**src/rtl/core/rav_pkg.sv**
```systemverilog
`timescale 1ns / 1ps
`default_nettype none
// ----------------------------------------------------------------------------
// rav_pkg: shared definitions for the running average filter
// Widths, reset values, sequencer states and window clamping.
// ----------------------------------------------------------------------------
package rav_pkg;

    localparam int CFG_W           = 6;
    localparam int WINDOW_MAX_DEF  = 32;
    localparam int SAMPLE_BITS_DEF = 16;
    localparam int WINDOW_RESET    = 20;

    typedef enum logic [2:0] {
        ST_IDLE,
        ST_UPDATE,
        ST_START,
        ST_DIVIDE,
        ST_DONE
    } rav_state_t;

    // zero acts as one, values above the cap saturate
    function automatic logic [CFG_W-1:0] eff_window(
        input logic [CFG_W-1:0] ws,
        input logic [CFG_W-1:0] cap
    );
        logic [CFG_W-1:0] w;
        w = ws;
        if (w == '0)
        begin
            w = CFG_W'(1);
        end
        if (w > cap)
        begin
            w = cap;
        end
        return w;
    endfunction

endpackage
`default_nettype wire

```
**src/rtl/core/rav_ring.sv**
```systemverilog
`timescale 1ns / 1ps
`default_nettype none
// ----------------------------------------------------------------------------
// rav_ring: sample ring store
// One write and one registered read per cycle; valid bits make unwritten
// entries read as zero and are cleared at once.
// ----------------------------------------------------------------------------
module rav_ring #(
    parameter int WINDOW_MAX  = 32,
    parameter int SAMPLE_BITS = 16,
    parameter int PTR_W       = $clog2(WINDOW_MAX)
) (
    input  wire logic                          clk,
    input  wire logic                          rst_n,
    input  wire logic                          clear,
    input  wire logic                          rd_en,
    input  wire logic [PTR_W-1:0]              rd_addr,
    input  wire logic                          wr_en,
    input  wire logic [PTR_W-1:0]              wr_addr,
    input  wire logic signed [SAMPLE_BITS-1:0] wr_data,
    output logic signed [SAMPLE_BITS-1:0]      rd_data
);

    logic signed [SAMPLE_BITS-1:0] mem [WINDOW_MAX];
    logic [WINDOW_MAX-1:0]         vld_reg;
    logic [WINDOW_MAX-1:0]         vld_next;
    logic signed [SAMPLE_BITS-1:0] rd_data_reg;
    logic                          rd_vld_reg;

    always_comb
    begin
        vld_next = vld_reg;
        if (clear)
        begin
            vld_next = '0;
        end
        else if (wr_en)
        begin
            vld_next[wr_addr] = 1'b1;
        end
    end

    always_ff @(posedge clk or negedge rst_n)
    begin
        if (!rst_n)
        begin
            vld_reg    <= '0;
            rd_vld_reg <= 1'b0;
        end
        else
        begin
            vld_reg <= vld_next;
            if (rd_en)
            begin
                rd_vld_reg <= vld_reg[rd_addr];
            end
        end
    end

    always_ff @(posedge clk)
    begin
        if (wr_en)
        begin
            mem[wr_addr] <= wr_data;
        end
        if (rd_en)
        begin
            rd_data_reg <= mem[rd_addr];
        end
    end

    assign rd_data = rd_vld_reg ? rd_data_reg : '0;

endmodule
`default_nettype wire

```
**src/rtl/core/rav_divider.sv**
```systemverilog
`timescale 1ns / 1ps
`default_nettype none
// ----------------------------------------------------------------------------
// rav_divider: serial restoring divider
// Unsigned divide, one quotient bit per cycle, done pulses after the last.
// ----------------------------------------------------------------------------
module rav_divider #(
    parameter int DIVIDEND_W = 22,
    parameter int DIVISOR_W  = 6
) (
    input  wire logic                  clk,
    input  wire logic                  rst_n,
    input  wire logic                  start,
    input  wire logic [DIVIDEND_W-1:0] dividend,
    input  wire logic [DIVISOR_W-1:0]  divisor,
    output logic                       done,
    output logic [DIVIDEND_W-1:0]      quotient
);

    localparam int CNT_W = $clog2(DIVIDEND_W + 1);

    logic                  busy_reg;
    logic                  done_reg;
    logic [CNT_W-1:0]      cnt_reg;
    logic [DIVIDEND_W-1:0] dvd_reg;
    logic [DIVISOR_W-1:0]  rem_reg;
    logic [DIVISOR_W-1:0]  div_reg;
    logic [DIVISOR_W:0]    trial;
    logic [DIVISOR_W:0]    diff;
    logic                  qbit;
    logic [DIVISOR_W-1:0]  rem_next;

    always_comb
    begin
        trial    = {rem_reg, dvd_reg[DIVIDEND_W-1]};
        diff     = trial - {1'b0, div_reg};
        qbit     = (trial >= {1'b0, div_reg});
        rem_next = qbit ? diff[DIVISOR_W-1:0] : trial[DIVISOR_W-1:0];
    end

    always_ff @(posedge clk or negedge rst_n)
    begin
        if (!rst_n)
        begin
            busy_reg <= 1'b0;
            done_reg <= 1'b0;
            cnt_reg  <= '0;
        end
        else
        begin
            done_reg <= 1'b0;
            if (start)
            begin
                busy_reg <= 1'b1;
                cnt_reg  <= CNT_W'(DIVIDEND_W);
            end
            else if (busy_reg)
            begin
                cnt_reg <= cnt_reg - CNT_W'(1);
                if (cnt_reg == CNT_W'(1))
                begin
                    busy_reg <= 1'b0;
                    done_reg <= 1'b1;
                end
            end
        end
    end

    always_ff @(posedge clk)
    begin
        if (start)
        begin
            dvd_reg <= dividend;
            rem_reg <= '0;
            div_reg <= divisor;
        end
        else if (busy_reg)
        begin
            dvd_reg <= {dvd_reg[DIVIDEND_W-2:0], qbit};
            rem_reg <= rem_next;
        end
    end

    assign done     = done_reg;
    assign quotient = dvd_reg;

endmodule
`default_nettype wire

```
**src/rtl/core/running_average_filter_core.sv**
```systemverilog
`timescale 1ns / 1ps
`default_nettype none
// ----------------------------------------------------------------------------
// running_average_filter_core: moving average over a ring of recent samples
// Keeps a running sum over the last window_size samples and divides it by
// the number of samples held, quotient truncated toward zero.
// ----------------------------------------------------------------------------
//   channel   handshake             payload
//   input     in_valid / in_stall   sample
//   output    out_valid / out_stall average, samples_held
//   config    cfg_valid / cfg_ready window_size
//
// An item passes through ST_UPDATE, ST_START, ST_DIVIDE and ST_DONE; the serial
// divider produces one quotient bit per cycle in ST_DIVIDE.
// Reset and any window_size write clear the ring at once through valid bits.
// The result waits in an output register; a new item is accepted meanwhile.
// cfg_ready is high only while no item is in progress; a waiting write
// holds off the input.
// ----------------------------------------------------------------------------
module running_average_filter_core #(
    parameter int WINDOW_MAX  = rav_pkg::WINDOW_MAX_DEF,
    parameter int SAMPLE_BITS = rav_pkg::SAMPLE_BITS_DEF
) (
    input  wire logic                          clk,
    input  wire logic                          rst_n,
    input  wire logic                          in_valid,
    output logic                               in_stall,
    input  wire logic signed [SAMPLE_BITS-1:0] sample,
    output logic                               out_valid,
    input  wire logic                          out_stall,
    output logic signed [SAMPLE_BITS-1:0]      average,
    output logic [rav_pkg::CFG_W-1:0]          samples_held,
    input  wire logic                          cfg_valid,
    output logic                               cfg_ready,
    input  wire logic [rav_pkg::CFG_W-1:0]     window_size
);

    import rav_pkg::*;

    localparam int PTR_W   = $clog2(WINDOW_MAX);
    localparam int SUM_W   = SAMPLE_BITS + $clog2(WINDOW_MAX) + 1;
    localparam int CAP_INT = (WINDOW_MAX > (2 ** CFG_W) - 1) ? (2 ** CFG_W) - 1 : WINDOW_MAX;
    localparam logic [CFG_W-1:0] WIN_CAP = CFG_W'(CAP_INT);

    rav_state_t state_reg;
    rav_state_t state_next;

    logic [CFG_W-1:0]              win_reg;
    logic [CFG_W-1:0]              pos_reg;
    logic [CFG_W-1:0]              held_reg;
    logic signed [SUM_W-1:0]       sum_reg;
    logic signed [SAMPLE_BITS-1:0] sample_reg;
    logic                          neg_reg;
    logic                          out_valid_reg;
    logic signed [SAMPLE_BITS-1:0] average_reg;
    logic [CFG_W-1:0]              held_out_reg;

    logic                          in_accept;
    logic                          cfg_write;
    logic                          out_free;
    logic [PTR_W-1:0]              ring_addr;
    logic signed [SAMPLE_BITS-1:0] old_sample;
    logic                          ring_wr;
    logic                          div_start;
    logic                          div_done;
    logic [SUM_W-1:0]              div_quo;
    logic [SUM_W-1:0]              sum_mag;
    logic [SAMPLE_BITS-1:0]        quo_trunc;
    logic [CFG_W-1:0]              pos_inc;

    assign in_accept = in_valid && !in_stall;
    assign cfg_write = cfg_valid && cfg_ready;
    assign out_free  = !out_valid_reg || !out_stall;
    assign ring_addr = PTR_W'(pos_reg);
    assign sum_mag   = sum_reg[SUM_W-1] ? SUM_W'(-sum_reg) : SUM_W'(sum_reg);
    assign quo_trunc = div_quo[SAMPLE_BITS-1:0];
    assign pos_inc   = pos_reg + CFG_W'(1);

    always_comb
    begin
        state_next = state_reg;
        in_stall   = 1'b1;
        cfg_ready  = 1'b0;
        ring_wr    = 1'b0;
        div_start  = 1'b0;
        unique case (state_reg)
            ST_IDLE:
            begin
                in_stall  = cfg_valid;
                cfg_ready = 1'b1;
                if (in_valid && !cfg_valid)
                begin
                    state_next = ST_UPDATE;
                end
            end
            ST_UPDATE:
            begin
                ring_wr    = 1'b1;
                state_next = ST_START;
            end
            ST_START:
            begin
                div_start  = 1'b1;
                state_next = ST_DIVIDE;
            end
            ST_DIVIDE:
            begin
                if (div_done)
                begin
                    state_next = ST_DONE;
                end
            end
            ST_DONE:
            begin
                if (out_free)
                begin
                    state_next = ST_IDLE;
                end
            end
            default:
            begin
                state_next = ST_IDLE;
            end
        endcase
    end

    always_ff @(posedge clk or negedge rst_n)
    begin
        if (!rst_n)
        begin
            state_reg     <= ST_IDLE;
            win_reg       <= eff_window(CFG_W'(WINDOW_RESET), WIN_CAP);
            pos_reg       <= '0;
            held_reg      <= '0;
            sum_reg       <= '0;
            out_valid_reg <= 1'b0;
        end
        else
        begin
            state_reg <= state_next;
            if (cfg_write)
            begin
                win_reg  <= eff_window(window_size, WIN_CAP);
                pos_reg  <= '0;
                held_reg <= '0;
                sum_reg  <= '0;
            end
            else if (ring_wr)
            begin
                sum_reg  <= sum_reg - SUM_W'(old_sample) + SUM_W'(sample_reg);
                pos_reg  <= (pos_inc >= win_reg) ? '0 : pos_inc;
                if (held_reg < win_reg)
                begin
                    held_reg <= held_reg + CFG_W'(1);
                end
            end
            if (state_reg == ST_DONE && out_free)
            begin
                out_valid_reg <= 1'b1;
            end
            else if (!out_stall)
            begin
                out_valid_reg <= 1'b0;
            end
        end
    end

    always_ff @(posedge clk)
    begin
        if (in_accept)
        begin
            sample_reg <= sample;
        end
        if (div_start)
        begin
            neg_reg <= sum_reg[SUM_W-1];
        end
        if (state_reg == ST_DONE && out_free)
        begin
            average_reg  <= neg_reg ? -quo_trunc : quo_trunc;
            held_out_reg <= held_reg;
        end
    end

    rav_ring #(
        .WINDOW_MAX  (WINDOW_MAX),
        .SAMPLE_BITS (SAMPLE_BITS),
        .PTR_W       (PTR_W)
    ) u_ring (
        .clk     (clk),
        .rst_n   (rst_n),
        .clear   (cfg_write),
        .rd_en   (in_accept),
        .rd_addr (ring_addr),
        .wr_en   (ring_wr),
        .wr_addr (ring_addr),
        .wr_data (sample_reg),
        .rd_data (old_sample)
    );

    rav_divider #(
        .DIVIDEND_W (SUM_W),
        .DIVISOR_W  (CFG_W)
    ) u_divider (
        .clk      (clk),
        .rst_n    (rst_n),
        .start    (div_start),
        .dividend (sum_mag),
        .divisor  (held_reg),
        .done     (div_done),
        .quotient (div_quo)
    );

    assign out_valid    = out_valid_reg;
    assign average      = average_reg;
    assign samples_held = held_out_reg;

endmodule
`default_nettype wire

```
**config.mk**
```make
export PLATFORM = sky130hd
export DESIGN_NAME = running_average_filter_core
export DESIGN_NICKNAME = d
export VERILOG_FILES = /design/src/rtl/core/rav_pkg.sv /design/src/rtl/core/rav_ring.sv /design/src/rtl/core/rav_divider.sv /design/src/rtl/core/running_average_filter_core.sv
export SDC_FILE = /design/constraint.sdc
export NUM_CORES = 1
export LEC_CHECK = 0
export BUFFER_PORTS_ARGS = -buffer_cell sky130_fd_sc_hd__buf_2
export CAP_MARGIN = 20
export CORE_MARGIN = 2
export CORE_UTILIZATION = 32
export CTS_CLUSTER_DIAMETER = 40
export DETAILED_ROUTE_END_ITERATION = 10
export HOLD_SLACK_MARGIN = 0.12
export PLACE_DENSITY = 0.47
export SLEW_MARGIN = 10
export SYNTH_ARGS = -nofsm -noshare
export SYNTH_HDL_FRONTEND = slang
export SYNTH_HIERARCHICAL = 1
export SYNTH_SLANG_ARGS = --single-unit
```
**constraint.sdc**
```tcl
create_clock -name clk -period 4.9 [get_ports clk]
set_clock_uncertainty 0.1 [all_clocks]
set_input_delay 0.245 -clock clk [delete_from_list [all_inputs] [get_ports clk]]
set_output_delay 0.245 -clock clk [all_outputs]
set_load 0.01 [all_outputs]
```
==> metrics.yaml <==
rsz0062_at_grt: "false"
place_inst: 2912
setup_ws_ns: 1.39
synth-edff-count: 595
tns_ns: 0
preCtsSetupSlack_ns: 1.28
netlist_area_sq_um: 29200
rr_worst_depth: 5
antenna_left: 0
syn_avg_cell_area_sq_um: 17.3
synth_ff_type: "edfxtp_1"
hold_path.startpoint: "sample[7]"
syn_to_final_growth_pct: 20.1
grt_pass1_wl_microns: 109000
clock.fmax_ghz: 0.285
worstSetupPathType: "reg -> reg"
clk_latency_ns: 0.69
path_max_fanout: 33
whs_path_depth: 2
critPathRequiredTime_ns: 5.19
initial_core_util: 0.324
fp.coreArea_sq_um: 90100
final.min_clock_period_ns: 3.51
hold_viol_final: 0
timing.final.crit_share: 0.717
grt_use_total: 0.160
cts_max_level: 3
die_x_microns: 306
cts.path.max_buffers: 3
synth_top_area_share: 0.612
numPortBuffers: 51
drive_above_1_share: 0.275
hold_class: "in -> reg"
antenna_found_initial: 2
cts_tree: "yes"
grt_pass1_vias: 16200
viasPerCell: 4.95
setup_viol: 0
clkSinkCount: 685
max-cap-violations: 0
power.total_mw: 19.5
cts_resized: 0
peakVddDrop_v: 0.000323
drtIter0Drc: 1211
routed_wl_microns: 73900
placementRows: 110
cts_made_buffers: 104
cp_num_buf_inv: 2
diodes: 0
yosysTopAreaCell: "edfxtp_1"
yosys_warnings: 6
final_common_cell: "edfxtp_1"
wl_per_cell_microns: 23.6
worst_slew_pin_slew_ns: 0.909
cp_slowest_cell: "or3b_2"
async_flop_share: 0.123
postCtsSetupBuffers: 0
crit_arrival_ns: 3.81
relSlewSlack: 0.394
nets: 1967
final-max-slew-violation-count: 0
hold_slack_ns: 0.166
pwr_density_cell_nw_per_um2: 557
p_leak_nw: 12.1
gr-total-overflow: 0
startpoint_type: "flip-flop"
layout_common_cells: "595 x edfxtp_1, 160 x mux4_2, 105 x clkbuf_16, 103 x inv_1, 89 x nor2_1"
r2r_setup_slack_ns: 1.39
status: "finished, final reports clean"
ctsHoldBuffers: 30
largest_reg_flops: 512
reg2reg_from: "state_reg[0]"
io_pins: 52
clock-root-buffer: "clkbuf_16"
syn-num-nets: 1782
rr_endpoint: "u_ring/mem[24][10]"
fin_cells: 3137
critical-path-top-delay-family: "simple AND/OR/NAND/NOR gates"
cp_cell_sequence: "or3b_2 -> inv_2 -> or3b_2 -> nor2_2 -> buf_16"
worst_setup_path_end_kind: "flip-flop"
ys_types: 62
place_hpwl_microns: 44900
drc: 0
gp_congestion: 0.792
die_area_sq_um: 93700
crit_top_cell: "or3b_2"
die_h_microns: 306
grt_max_degree: 95
vias: 15500
synth-seq-area-share: 0.688
netlist_instances: 1687
synth_area_leaders: "edfxtp_1 61%, mux4_2 12%, dfrtp_1 7.0%"
clkTransAtPathRegs_ns: 0.06
slowest_delay_ns: 0.78
worstHoldEndpoint: "sample_reg[7]"
drt-pass1-iter-count: 5
ys_ff_latch: 685
==> power by group <==
part,internal [mW],total [mW],switching [mW]
clock network,4.47,7.23,2.76
logic,2.44,5.01,2.57
registers,6.77,7.29,0.517
total,13.7,19.5,5.85
==> layout make-up <==
class	count	area [sq um]
Inverter	105	394
Multi-Input combinational cell	830	8490
Clock inverter	70	742
Tap cell	1176	1470
Fill cell	8244	55100
Sequential cell	685	20100
Clock buffer	125	2720
Timing Repair Buffer	146	1140
==> synthesized netlist by cell type (all sizes together), types with 37 or more instances <==
cell type and n:
edfxtp 595, mux4 160, nor2 122, inv 104
dfrtp 82, nand2 62, xnor2 57, o21ai 56
ha 46, mux2 40, clkbuf 38, a21oi 37
==> logic make-up after synthesis <==
group / after synthesis / synth area share
AO/OA/AOI/OAI: 159 / 0.0336
buffers and inverters: 172 / 0.0244
adder cells (fa/ha/maj): 68 / 0.0348
multiplexers: 220 / 0.146
flip-flops: 685 / 0.688
XOR/XNOR: 69 / 0.0207
AND/OR/NAND/NOR: 314 / 0.0526
==> stage by stage <==
step,utilization,cell area [sq um]
finish,0.389,35100
global route,0.389,35100
CTS,0.389,35100
detailed placement,0.347,31300
global placement,0.346,31200
floorplan,-,29200
==> worst reg2reg max path, delay by kind of cell, from the launching register on <==
family / cells / cell delay, ns
AND/OR/NAND/NOR: 3 / 2.05
flip-flops: 1 / 0.49
buffers and inverters: 2 / 0.63
==> worst max path at each step <==
| stage | startpoint | end | slack, ns | cells past startpoint |
|---|---|---|---|---|
| 2_1_floorplan | state_reg[1] | u_ring/rd_vld_reg | 0.40 | 2 |
| 3_3_place_gp | state_reg[0] | u_ring/mem[24][10] | 1.10 | 4 |
| 3_5_place_dp | state_reg[0] | u_ring/mem[23][0] | 1.28 | 5 |
| 4_1_cts | state_reg[0] | u_ring/mem[23][9] | 1.32 | 5 |
| 5_1_grt | state_reg[0] | u_ring/mem[23][10] | 1.14 | 5 |
| 6_report | state_reg[0] | u_ring/mem[24][10] | 1.39 | 5 |
==> per-layer routing <==
| metal | wire length (microns) | up-vias | GRT usage | part of all wire |
|---|---|---|---|---|
| met5 | 0 | - | 0 | 0 |
| met4 | 1920 | 0 | 0.0506 | 0.026 |
| met3 | 3670 | 112 | 0.0339 | 0.050 |
| met2 | 34800 | 375 | 0.255 | 0.47 |
| met1 | 33600 | 8119 | 0.219 | 0.45 |
| li1 | - | 6923 | - | - |
(Power assumes the default switching activity.)
